## config.mk

```make
export PLATFORM = sky130hd
export DESIGN_NAME = rgb_color_filter_shift
export DESIGN_NICKNAME = d
export VERILOG_FILES = /design/src/rtl/rcfs_pkg.sv /design/src/rtl/rcfs_datapath.sv /design/src/rtl/rcfs_ctrl.sv /design/src/rtl/rgb_color_filter_shift.sv
export SDC_FILE = /design/constraint.sdc
export NUM_CORES = 2
export LEC_CHECK = 0
export ABC_AREA = 1
export BUFFER_PORTS_ARGS = -buffer_cell sky130_fd_sc_hd__buf_2
export CORE_MARGIN = 3
export CORE_UTILIZATION = 42
export CTS_CLUSTER_SIZE = 8
export DETAILED_ROUTE_END_ITERATION = 6
export GPL_TIMING_DRIVEN = 0
export PLACE_DENSITY = 0.68
export SLEW_MARGIN = 20
export SYNTH_ARGS = -nofsm -noshare
export SYNTH_HDL_FRONTEND = slang
export SYNTH_SLANG_ARGS = --single-unit
```

## constraint.sdc

```tcl
create_clock -name i_clk -period 38.5 [get_ports i_clk]
set_input_delay 0 -clock i_clk [delete_from_list [all_inputs] [get_ports i_clk]]
set_output_delay 0 -clock i_clk [all_outputs]
set_load 0.05 [all_outputs]
```

## src/rtl/rcfs_pkg.sv

```systemverilog
package rcfs_pkg;

    // chroma shift distance in pixels
    localparam int SHIFT  = 7;
    localparam int HELD_W = $clog2(SHIFT + 1);
    localparam int IDX_W  = (SHIFT > 1) ? $clog2(SHIFT) : 1;

    localparam int PIX_W  = 24;
    localparam int CH_W   = 8;
    localparam int CFG_W  = 2;

    // configuration register indexes
    localparam logic CFG_FILTER = 1'b0;
    localparam logic CFG_EFFECT = 1'b1;

    // filter modes, the fourth code behaves as none
    localparam logic [1:0] FILT_NONE  = 2'd0;
    localparam logic [1:0] FILT_GRAY  = 2'd1;
    localparam logic [1:0] FILT_SEPIA = 2'd2;

    localparam logic EFF_NONE  = 1'b0;
    localparam logic EFF_SHIFT = 1'b1;

    // sepia matrix, Q0.16
    localparam logic [15:0] SEP_RR = 16'd20972;
    localparam logic [15:0] SEP_RG = 16'd28836;
    localparam logic [15:0] SEP_RB = 16'd15729;
    localparam logic [15:0] SEP_GR = 16'd23593;
    localparam logic [15:0] SEP_GG = 16'd23593;
    localparam logic [15:0] SEP_GB = 16'd10486;
    localparam logic [15:0] SEP_BR = 16'd18350;
    localparam logic [15:0] SEP_BG = 16'd18612;
    localparam logic [15:0] SEP_BB = 16'd9175;

    // floor(s / 3) = (s * 683) >> 11, exact for s below 2048
    localparam logic [9:0] GRAY_RECIP = 10'd683;
    localparam int         GRAY_SHR   = 11;

    typedef enum logic [4:0] {
        S_IDLE = 5'b00001,
        S_MUL  = 5'b00010,
        S_SUM  = 5'b00100,
        S_ACT  = 5'b01000,
        S_TAIL = 5'b10000
    } t_state;

    typedef enum logic [1:0] {
        EMIT_HEAD    = 2'd0,
        EMIT_PX      = 2'd1,
        EMIT_COMBINE = 2'd2
    } t_emit_sel;

    typedef struct packed {
        logic              load_in;
        logic              mul;
        logic              sum;
        logic [1:0]        filter_mode;
        logic              emit;
        t_emit_sel         emit_sel;
        logic              emit_last;
        logic              shift;
        logic              push;
        logic [IDX_W-1:0]  push_idx;
    } t_dp_cmd;

    typedef struct packed {
        logic out_free;
        logic row_end;
    } t_dp_status;

endpackage

```

## src/rtl/rcfs_datapath.sv

```systemverilog
module rcfs_datapath (
    input  logic                     i_clk,
    input  logic                     i_rst_n,
    input  rcfs_pkg::t_dp_cmd        i_cmd,
    output rcfs_pkg::t_dp_status     o_status,
    input  logic [rcfs_pkg::CH_W-1:0] i_in_red,
    input  logic [rcfs_pkg::CH_W-1:0] i_in_green,
    input  logic [rcfs_pkg::CH_W-1:0] i_in_blue,
    input  logic                     i_row_end,
    output logic                     o_valid,
    input  logic                     i_ready,
    output logic [rcfs_pkg::CH_W-1:0] o_out_red,
    output logic [rcfs_pkg::CH_W-1:0] o_out_green,
    output logic [rcfs_pkg::CH_W-1:0] o_out_blue,
    output logic                     o_out_row_end
);

    function automatic logic [7:0] sat8(input logic [9:0] v);
        logic [7:0] res;
        res = (v > 10'd255) ? 8'd255 : v[7:0];
        return res;
    endfunction

    logic [7:0]  r_red, r_green, r_blue;
    logic        r_row_end;
    logic [23:0] r_prod [9];
    logic [9:0]  r_sum3;
    logic [23:0] r_px;
    logic [23:0] r_line [rcfs_pkg::SHIFT];
    logic [23:0] n_line [rcfs_pkg::SHIFT];
    logic        r_out_valid;
    logic [23:0] r_out_px;
    logic        r_out_last;

    logic [25:0] sep_r, sep_g, sep_b;
    logic [19:0] gray_full;
    logic [7:0]  gray;
    logic [23:0] n_px;
    logic [23:0] emit_px;

    always_ff @(posedge i_clk) begin
        if (i_cmd.load_in) begin
            r_red     <= i_in_red;
            r_green   <= i_in_green;
            r_blue    <= i_in_blue;
            r_row_end <= i_row_end;
        end
    end

    // product stage
    always_ff @(posedge i_clk) begin
        if (i_cmd.mul) begin
            r_prod[0] <= rcfs_pkg::SEP_RR * r_red;
            r_prod[1] <= rcfs_pkg::SEP_RG * r_green;
            r_prod[2] <= rcfs_pkg::SEP_RB * r_blue;
            r_prod[3] <= rcfs_pkg::SEP_GR * r_red;
            r_prod[4] <= rcfs_pkg::SEP_GG * r_green;
            r_prod[5] <= rcfs_pkg::SEP_GB * r_blue;
            r_prod[6] <= rcfs_pkg::SEP_BR * r_red;
            r_prod[7] <= rcfs_pkg::SEP_BG * r_green;
            r_prod[8] <= rcfs_pkg::SEP_BB * r_blue;
            r_sum3    <= {2'b00, r_red} + {2'b00, r_green} + {2'b00, r_blue};
        end
    end

    // sum stage, floor then saturate
    always_comb begin
        sep_r = {2'b00, r_prod[0]} + {2'b00, r_prod[1]} + {2'b00, r_prod[2]};
        sep_g = {2'b00, r_prod[3]} + {2'b00, r_prod[4]} + {2'b00, r_prod[5]};
        sep_b = {2'b00, r_prod[6]} + {2'b00, r_prod[7]} + {2'b00, r_prod[8]};
        gray_full = r_sum3 * rcfs_pkg::GRAY_RECIP;
        gray = gray_full[rcfs_pkg::GRAY_SHR +: 8];
        case (i_cmd.filter_mode)
            rcfs_pkg::FILT_GRAY:  n_px = {gray, gray, gray};
            rcfs_pkg::FILT_SEPIA: n_px = {sat8(sep_r[25:16]), sat8(sep_g[25:16]),
                                          sat8(sep_b[25:16])};
            default:              n_px = {r_red, r_green, r_blue};
        endcase
    end

    always_ff @(posedge i_clk) begin
        if (i_cmd.sum) begin
            r_px <= n_px;
        end
    end

    // delay line: head at index 0, writes at the fill position
    always_comb begin
        for (int i = 0; i < rcfs_pkg::SHIFT; i++) begin
            n_line[i] = r_line[i];
        end
        if (i_cmd.shift) begin
            for (int i = 0; i < rcfs_pkg::SHIFT - 1; i++) begin
                n_line[i] = r_line[i + 1];
            end
        end
        if (i_cmd.push) begin
            n_line[i_cmd.push_idx] = r_px;
        end
    end

    always_ff @(posedge i_clk) begin
        for (int i = 0; i < rcfs_pkg::SHIFT; i++) begin
            r_line[i] <= n_line[i];
        end
    end

    always_comb begin
        case (i_cmd.emit_sel)
            rcfs_pkg::EMIT_PX:      emit_px = r_px;
            rcfs_pkg::EMIT_COMBINE: emit_px = {r_line[0][23:16], r_px[15:0]};
            default:                emit_px = r_line[0];
        endcase
    end

    // output register
    always_ff @(posedge i_clk) begin
        if (!i_rst_n) begin
            r_out_valid <= 1'b0;
        end else if (i_cmd.emit) begin
            r_out_valid <= 1'b1;
        end else if (i_ready) begin
            r_out_valid <= 1'b0;
        end
    end

    always_ff @(posedge i_clk) begin
        if (i_cmd.emit) begin
            r_out_px   <= emit_px;
            r_out_last <= i_cmd.emit_last;
        end
    end

    assign o_status.out_free = !r_out_valid || i_ready;
    assign o_status.row_end  = r_row_end;

    assign o_valid       = r_out_valid;
    assign o_out_red     = r_out_px[23:16];
    assign o_out_green   = r_out_px[15:8];
    assign o_out_blue    = r_out_px[7:0];
    assign o_out_row_end = r_out_last;

endmodule

```

## src/rtl/rcfs_ctrl.sv

```systemverilog
module rcfs_ctrl (
    input  logic                       i_clk,
    input  logic                       i_rst_n,
    input  logic                       i_valid,
    output logic                       o_ready,
    input  logic                       i_cfg_we,
    input  logic                       i_cfg_index,
    input  logic [rcfs_pkg::CFG_W-1:0] i_cfg_data,
    input  rcfs_pkg::t_dp_status       i_status,
    output rcfs_pkg::t_dp_cmd          o_cmd
);

    rcfs_pkg::t_state                r_state, n_state;
    logic [rcfs_pkg::HELD_W-1:0]     r_held, n_held;
    logic [1:0]                      r_filter_mode;
    logic                            r_effect_mode;
    logic                            full;

    always_ff @(posedge i_clk) begin
        if (!i_rst_n) begin
            r_filter_mode <= rcfs_pkg::FILT_NONE;
            r_effect_mode <= rcfs_pkg::EFF_NONE;
        end else if (i_cfg_we) begin
            if (i_cfg_index == rcfs_pkg::CFG_FILTER) begin
                r_filter_mode <= i_cfg_data[1:0];
            end else begin
                r_effect_mode <= i_cfg_data[0];
            end
        end
    end

    assign full    = (r_held == rcfs_pkg::HELD_W'(rcfs_pkg::SHIFT));
    assign o_ready = (r_state == rcfs_pkg::S_IDLE);

    always_comb begin
        n_state = r_state;
        n_held  = r_held;
        o_cmd   = '0;
        o_cmd.filter_mode = r_filter_mode;
        o_cmd.emit_sel    = rcfs_pkg::EMIT_HEAD;
        case (r_state)
            rcfs_pkg::S_IDLE: begin
                if (i_valid) begin
                    o_cmd.load_in = 1'b1;
                    n_state = rcfs_pkg::S_MUL;
                end
            end
            rcfs_pkg::S_MUL: begin
                o_cmd.mul = 1'b1;
                n_state = rcfs_pkg::S_SUM;
            end
            rcfs_pkg::S_SUM: begin
                o_cmd.sum = 1'b1;
                n_state = rcfs_pkg::S_ACT;
            end
            rcfs_pkg::S_ACT: begin
                if (r_effect_mode == rcfs_pkg::EFF_NONE) begin
                    // drain what a cleared effect left behind, then the pixel
                    if (i_status.out_free) begin
                        o_cmd.emit = 1'b1;
                        if (r_held != '0) begin
                            o_cmd.shift = 1'b1;
                            n_held = r_held - 1'b1;
                        end else begin
                            o_cmd.emit_sel  = rcfs_pkg::EMIT_PX;
                            o_cmd.emit_last = i_status.row_end;
                            n_state = rcfs_pkg::S_IDLE;
                        end
                    end
                end else if (full) begin
                    if (i_status.out_free) begin
                        o_cmd.emit     = 1'b1;
                        o_cmd.emit_sel = rcfs_pkg::EMIT_COMBINE;
                        o_cmd.shift    = 1'b1;
                        o_cmd.push     = 1'b1;
                        o_cmd.push_idx = rcfs_pkg::IDX_W'(rcfs_pkg::SHIFT - 1);
                        n_state = i_status.row_end ? rcfs_pkg::S_TAIL : rcfs_pkg::S_IDLE;
                    end
                end else begin
                    o_cmd.push     = 1'b1;
                    o_cmd.push_idx = r_held[rcfs_pkg::IDX_W-1:0];
                    n_held = r_held + 1'b1;
                    n_state = i_status.row_end ? rcfs_pkg::S_TAIL : rcfs_pkg::S_IDLE;
                end
            end
            rcfs_pkg::S_TAIL: begin
                if (i_status.out_free) begin
                    o_cmd.emit      = 1'b1;
                    o_cmd.shift     = 1'b1;
                    o_cmd.emit_last = (r_held == rcfs_pkg::HELD_W'(1));
                    n_held = r_held - 1'b1;
                    if (r_held == rcfs_pkg::HELD_W'(1)) begin
                        n_state = rcfs_pkg::S_IDLE;
                    end
                end
            end
            default: begin
                n_state = rcfs_pkg::S_IDLE;
            end
        endcase
    end

    always_ff @(posedge i_clk) begin
        if (!i_rst_n) begin
            r_state <= rcfs_pkg::S_IDLE;
            r_held  <= '0;
        end else begin
            r_state <= n_state;
            r_held  <= n_held;
        end
    end

`ifndef SYNTHESIS
    a_held_bound: assert property (@(posedge i_clk) disable iff (!i_rst_n)
        r_held <= rcfs_pkg::HELD_W'(rcfs_pkg::SHIFT))
        else $error("delay line count above shift");

    a_emit_free: assert property (@(posedge i_clk) disable iff (!i_rst_n)
        o_cmd.emit |-> i_status.out_free)
        else $error("result written over a waiting result");

    a_tail_nonempty: assert property (@(posedge i_clk) disable iff (!i_rst_n)
        r_state == rcfs_pkg::S_TAIL |-> r_held != '0)
        else $error("row end flush with empty delay line");

    a_accept_start: assert property (@(posedge i_clk) disable iff (!i_rst_n)
        (i_valid && o_ready) |=> r_state == rcfs_pkg::S_MUL)
        else $error("accepted item did not start filtering");

    a_last_drains: assert property (@(posedge i_clk) disable iff (!i_rst_n)
        (o_cmd.emit && o_cmd.emit_last && r_state == rcfs_pkg::S_TAIL) |=> r_held == '0)
        else $error("row end marked while pixels still held");
`endif

endmodule

```

## src/rtl/rgb_color_filter_shift.sv

```systemverilog
// channel  | handshake           | payload
// -------- | ------------------- | ------------------------------------------------
// input    | i_valid / o_ready   | i_in_red, i_in_green, i_in_blue, i_row_end
// output   | o_valid / i_ready   | o_out_red, o_out_green, o_out_blue, o_out_row_end
// config   | i_cfg_we            | i_cfg_index, i_cfg_data
//
// one item at a time: after accept the controller steps through the multiply,
// sum and act states before it is ready again, and also flushes every pixel held
// in the 7-entry delay line (at row end, or after the shift effect is turned off)
// through the single output register. synchronous active-low reset clears the
// controller, the delay line count, the output valid and both configuration registers.
// a stalled output holds the controller in place; input stays blocked until
// every result of the item has been loaded into the output register.
module rgb_color_filter_shift (
    input  logic                       i_clk,
    input  logic                       i_rst_n,
    input  logic                       i_valid,
    output logic                       o_ready,
    input  logic [rcfs_pkg::CH_W-1:0]  i_in_red,
    input  logic [rcfs_pkg::CH_W-1:0]  i_in_green,
    input  logic [rcfs_pkg::CH_W-1:0]  i_in_blue,
    input  logic                       i_row_end,
    output logic                       o_valid,
    input  logic                       i_ready,
    output logic [rcfs_pkg::CH_W-1:0]  o_out_red,
    output logic [rcfs_pkg::CH_W-1:0]  o_out_green,
    output logic [rcfs_pkg::CH_W-1:0]  o_out_blue,
    output logic                       o_out_row_end,
    input  logic                       i_cfg_we,
    input  logic                       i_cfg_index,
    input  logic [rcfs_pkg::CFG_W-1:0] i_cfg_data
);

    rcfs_pkg::t_dp_cmd    cmd;
    rcfs_pkg::t_dp_status status;

    rcfs_ctrl u_ctrl (
        .i_clk       (i_clk),
        .i_rst_n     (i_rst_n),
        .i_valid     (i_valid),
        .o_ready     (o_ready),
        .i_cfg_we    (i_cfg_we),
        .i_cfg_index (i_cfg_index),
        .i_cfg_data  (i_cfg_data),
        .i_status    (status),
        .o_cmd       (cmd)
    );

    rcfs_datapath u_datapath (
        .i_clk         (i_clk),
        .i_rst_n       (i_rst_n),
        .i_cmd         (cmd),
        .o_status      (status),
        .i_in_red      (i_in_red),
        .i_in_green    (i_in_green),
        .i_in_blue     (i_in_blue),
        .i_row_end     (i_row_end),
        .o_valid       (o_valid),
        .i_ready       (i_ready),
        .o_out_red     (o_out_red),
        .o_out_green   (o_out_green),
        .o_out_blue    (o_out_blue),
        .o_out_row_end (o_out_row_end)
    );

endmodule
```

Word level (Yosys, flattened, before mapping):

Memory sizes are Yosys's and may differ from the RTL's.
Index checks and enable logic that the tools add are counted.

* logic and storage cells: 123
* memories: 2
* bits in writable memories: 375
* output and inout port bits: 27
* flip-flop bits (word level): 96
* bits of input ports: 33

* reductions and logical operators: 10
* equal/unequal tests: 19
* $mul: 10
* $lt $le $gt $ge: 5
* bitwise gates (word level): 2
* muxes and demuxes: 52
* add/sub/neg operators: 10

Memories
* u_datapath.r_prod: words 9, bits a word 23, read ports 9, clocked after memory_dff 0, wr ports 9, line rcfs_datapath.sv:26 `logic [23:0] r_prod [9];`
* u_datapath.r_line: words 7, bits a word 24, read ports 7, clocked after memory_dff 0, wr ports 7, line rcfs_datapath.sv:29 `logic [23:0] r_line [rcfs_pkg::SHIFT];`

Operators by type and width (count)
* $bwmux 168: 1
* $mux 168: 1
* $mux 144: 1
* $pmux 24 s2: 2
* $mul 13x8->21 const A: 4
* $add 26x24->26: 3
* $add 24x24->25: 3
* $demux 24 s3: 1
* $mul 14x8->22 const A: 3
* $mux 5: 11
* $mul 15x8->23 const A: 2
* $gt 10x8->1 const B: 3
* $pmux 5 s5: 1
* $mux 24: 1
* $mux 3: 8
* $mux 8: 3
* $mul 10x10->19 const B: 1
* $mux 1: 13
* $mux 4: 3
* $add 10x8->10: 1
* $add 8x8->9: 1
* $mux 2: 3
* $ne 3x2->1 const B: 2
* $ne 3x3->1 const B: 2
* other kinds (29): 34

Longest topological paths before layout:

* depth after elaboration: 13
* depth in mapped cells: 27
* depth with buffers taken out: 27

Modules after synthesis:

From an unflattened synthesis, not the netlist that was laid out.

* cells, all modules: 3991
* area total of the unflattened synthesis: 36137.2 um^2

By module, submodules not included
* rcfs_datapath: instances 1, area an instance 35303.9 um^2, cells each 3859, seq. area each 11340.9 um^2
* rcfs_ctrl: instances 1, area an instance 833.3 um^2, cells each 132, seq. area each 220.2 um^2

Worst setup path after synthesis:

No wires, ideal clock.

* path type: reg2reg
* from: reg u_ctrl.r_state[4]
* to: reg u_ctrl.r_state[0]
* path buffers: 0
* setup slack: 19001 ps
* arrival: 19357 ps
* required time: 38358 ps
* library setup time: 142 ps
* stages on the path, launching flop included: 5
* period minus slack after synthesis: 19499 ps
* path through: dfxtp_1 > nor4_1 > inv_1 > nand4_1 > nand3_1

* longest elaborated chain between the ends: 3
* elaborated cells between the ends (all ways): 13
* those cells by class: eq/ne (11); mux (1); reduce/logical (1)

RTL lines
* start, declared: line rcfs_ctrl.sv:13 `rcfs_pkg::t_state r_state, n_state;`
* start signal, assigned: line rcfs_ctrl.sv:105 `r_state <= rcfs_pkg::S_IDLE;`
* start signal, assigned: line rcfs_ctrl.sv:108 `r_state <= n_state;`
* $eq 5x4->1 (tied with other cells): line rcfs_ctrl.sv:41 `case (r_state)`
* $ne 3x2->1 (no source line) (tied with other cells)
* $reduce_and 6->1 (no source line)

Parallel ways exist; a longest one is shown, timed or not.
A chain may end at the register's enable or synchronous reset.

==> out/results.tsv <==
stage	metric	value	unit
drt	Residual DRC	0	
finish	layout cells sized above 1	6.03	%
clock_network	CTS Buffer Depth	3	
critical_path	crit path kind	flop to flop	
floorplanning	Cell Rows	108	
logic_synthesis	synth warn	0	
placement	input/output buffers	59	
clock_network	Worst-path clk slew	0.05	ns
hold_path	Hold Path Sink	u_datapath.r_green[7]	
critical_path	Worst Path Max Fanout	11	
drt	Avg Vias per Cell	5.36	
finish	filler cell count	8317	
global_route	vias in the first global route	29600	
flow_run	# Max-Cap Violations	0	
floorplanning	chip width	303	um
clock_network	clock root buffer	clkbuf_16	
drt	routed wire length	105	mm
clock_network	total CTS buffers	66	
clock_network	H-tree lvl count	3	
critical_path	worst r2r src	u_datapath.r_red[2]	
clock_network	post-CTS resize count	0	
floorplanning	chip height	303	um
logic_synthesis	Synth Area per Inst	8.84	um2
critical_path	CP arrival	5.92	ns
drt	drt first pass iters	5	
global_route	total gr overflow	0	
clock_network	Clock Latency Late Sink	0.61	ns
logic_synthesis	Yosys cell types	56	
timing	Finish-stage setup viols	0	
placement	Post-DP HPWL	84.7	mm
timing	setup TNS	0	ns
hold_path	Hold Path Stages	2	
finish	most frequent cells in the layout	682 x nand2_1, 626 x inv_1, 585 x ha_1, 309 x a21oi_1, 281 x edfxtp_1	
timing	Fin. Hold Viols	0	
logic_synthesis	async set-reset flop share out of synthesis	0	%
power	leak pwr	19.7	nW
global_route	largest net degree at the start of global routing	25	
critical_path	CP Capture Type	flop	
finish	nets	5193	
placement	Cell Area, Placed	39200	um2
power	Pwr Density	89.1	nW/um2
timing	Fmax	178	MHz
logic_synthesis	Post-Syn Instances	4207	
critical_path	critical path startpoint category	flop	
timing	skew final	0.0320	ns
finish	antenna cells	0	
timing	crit path time final	5.62	ns
timing	Slew Limit Headroom	27.7	%
logic_synthesis	register bit total from synthesis	437	
timing	final period utilization	14.6	%
clock_network	CTS tree	done	
floorplanning	Initial Utilization	42.6	%
critical_path	r2r worst-path depth	14	
logic_synthesis	register area share after synthesis	31.1	%
drt	drt wl/cell	18.8	um
drt	Vias	30000	
floorplanning	die area	92100	um2
power	VDD IR max	115	uV
logic_synthesis	Syn Std Cell Area	37200	um2
timing	Min Hold Slack	0.101	ns
clock_network	clock sinks	437	
timing	RSZ-0062 raised after global routing	no	
timing	Worst Tran Pin Value	1.09	ns
hold_path	Hold Crit Class	input pin to flop	
placement	Final GP Congestion	0.949	
outcome	status	finished clean	
hold_path	hold path startpoint	i_in_green[7]	
floorplanning	Ports	60	
critical_path	R2R Path End	u_datapath.r_prod[0][160]	
finish	commonest non-fill, non-tap cell in the layout	nand2_1	
finish	Finished Cell Area	41500	um2
finish	area delta synth->final	11.6	%
global_route	first-pass GRT wire length	163	mm
drt	First DRT Iteration DRCs	2140	
logic_synthesis	Most used DFF post-synth	edfxtp_1	
critical_path	r2r setup slk	32.88	ns
critical_path	Critical Path Source	u_datapath.r_red[2]	
timing	count of final max-slew check failures	0	
global_route	initial antenna violation count	1	
logic_synthesis	number of synthesized flops with an enable pin	281	
global_route	Total Routing Usage GR	22.9	%
logic_synthesis	syn_nets	4993	
critical_path	worst endpoint required time	38.80	ns
drt	Antenna Violating Nets Remaining	0	
floorplanning	CORE AREA	87300	um2
synth_stat cells (5+ instances only):
| cell type | count | area (um2) |
|---|---|---|
| a21o_1 | 39 | 293 |
| buf_4 | 9 | 67.6 |
| a211oi_1 | 10 | 75.1 |
| or2_2 | 51 | 319 |
| nand4_1 | 30 | 188 |
| o21ai_0 | 271 | 1360 |
| fa_1 | 168 | 3360 |
| a31oi_1 | 51 | 319 |
| or2_0 | 18 | 113 |
| ha_1 | 585 | 7320 |
| buf_6 | 8 | 90.1 |
| xnor2_1 | 88 | 771 |
| nor2_1 | 225 | 845 |
| o21ai_1 | 11 | 55.1 |
| dfxtp_1 | 156 | 3120 |
| nor4_1 | 9 | 56.3 |
| or2_1 | 8 | 50.1 |
| a21boi_0 | 8 | 60.1 |
| o21bai_1 | 22 | 165 |
| a21oi_1 | 309 | 1550 |
| o21a_1 | 5 | 37.5 |
| inv_1 | 626 | 2350 |
| nor3_1 | 28 | 140 |
| o211ai_1 | 124 | 931 |
| edfxtp_1 | 281 | 8440 |
| o2111ai_1 | 6 | 52.6 |
| nand3_1 | 143 | 716 |
| clkbuf_1 | 38 | 143 |
| o31ai_1 | 9 | 67.6 |
| buf_2 | 17 | 85.1 |
| xor2_1 | 133 | 1160 |
| nand3b_1 | 7 | 52.6 |
| nand2_1 | 682 | 2560 |
kinds of logic after synthesis:
| group | share of synthesized area [%] |
|---|---|
| AND/OR/NAND/NOR | 13.8 |
| multiplexers | 0.0269 |
| adder cells (fa/ha/maj) | 28.7 |
| buffers and inverters | 7.42 |
| AO/OA/AOI/OAI | 13.7 |
| flip-flops | 31.1 |
| XOR/XNOR | 5.21 |
critical path, cell delays in order (launching register included):
cell and delay (ns):
edfxtp_1 0.78, fa_1 0.93, inv_1 0.11, fa_1 0.51
fa_1 0.52, fa_1 0.54, inv_1 0.04, ha_1 0.41
nand2_1 0.10, o21a_1 0.19, o221ai_1 0.26, nand3_1 0.12
nand3_1 0.12, nand2_1 0.06, a21boi_0 0.61
through the flow:
step | power, W | instances | util, % | setup slack (ns)
floorplan | 0.00248 | 4207 | - | 19.00
global placement | 0.00310 | 5421 | 44.6 | 11.69
detailed placement | 0.00312 | 5456 | 44.9 | 32.91
CTS | 0.00369 | 5601 | 47.5 | 32.89
global route | 0.00403 | 5601 | 47.5 | 32.41
finish | 0.00370 | 5601 | 47.5 | 32.88
how the worst max path moves through the flow:
stage | slack [ns] | endpoint | depth (start not counted)
after global routing | 32.41 | u_datapath.r_prod[0][160] | 14
after detailed placement | 32.91 | u_datapath.r_prod[0][160] | 14
after global placement | 11.69 | u_ctrl.r_state[0] | 4
after floorplan | 19.00 | u_ctrl.r_state[0] | 4
final | 32.88 | u_datapath.r_prod[0][160] | 14
after CTS | 32.89 | u_datapath.r_prod[0][160] | 14
flip-flops by register name (all words and copies together) (netlist names), named ones only:
register / count
u_ctrl.r_effect_mode: 1
u_ctrl.r_filter_mode: 2
u_ctrl.r_held: 3
u_ctrl.r_state: 5
u_datapath.o_out_row_end: 1
u_datapath.o_valid: 1
u_datapath.r_blue: 8
u_datapath.r_green: 8
u_datapath.r_line: 144
u_datapath.r_out_px: 24
u_datapath.r_prod: 173
u_datapath.r_px: 24
u_datapath.r_red: 8
u_datapath.r_row_end: 1
u_datapath.r_sum3: 10
report_power, final:
group	total [W]	switching, W	leakage [nW]	internal [W]
Sequential	0.000813	0.0000758	3.86	0.000737
Clock	0.000540	0.000220	0.920	0.000320
Combinational	0.00234	0.00146	14.9	0.000878
layer usage:
layer | GRT usage [%] | share of wire [%]
met5 | 0 | 0
met4 | 8.82 | 3.8
met3 | 2.99 | 5.3
met2 | 38.4 | 47
met1 | 30.0 | 44
area by class of cell:
class                   instances  area [um2]  share of cell area (%)
multi-input cells            3066       22900                    55.2
flip-flops and latches        437       11600                    27.9
inverters                     629        2360                    5.69
clock buffers                  94        1770                    4.26
well taps                    1155        1450                    3.48
repair buffers                132         908                    2.19
plain buffers                  75         398                   0.959
clock inverters                13         153                   0.368
repair_timing:
action,in CTS,in global routing
hold endpoints to repair,43,0
hold buffers,38,0
setup buffers,0,0
Power figures use the tool's default switching activity.
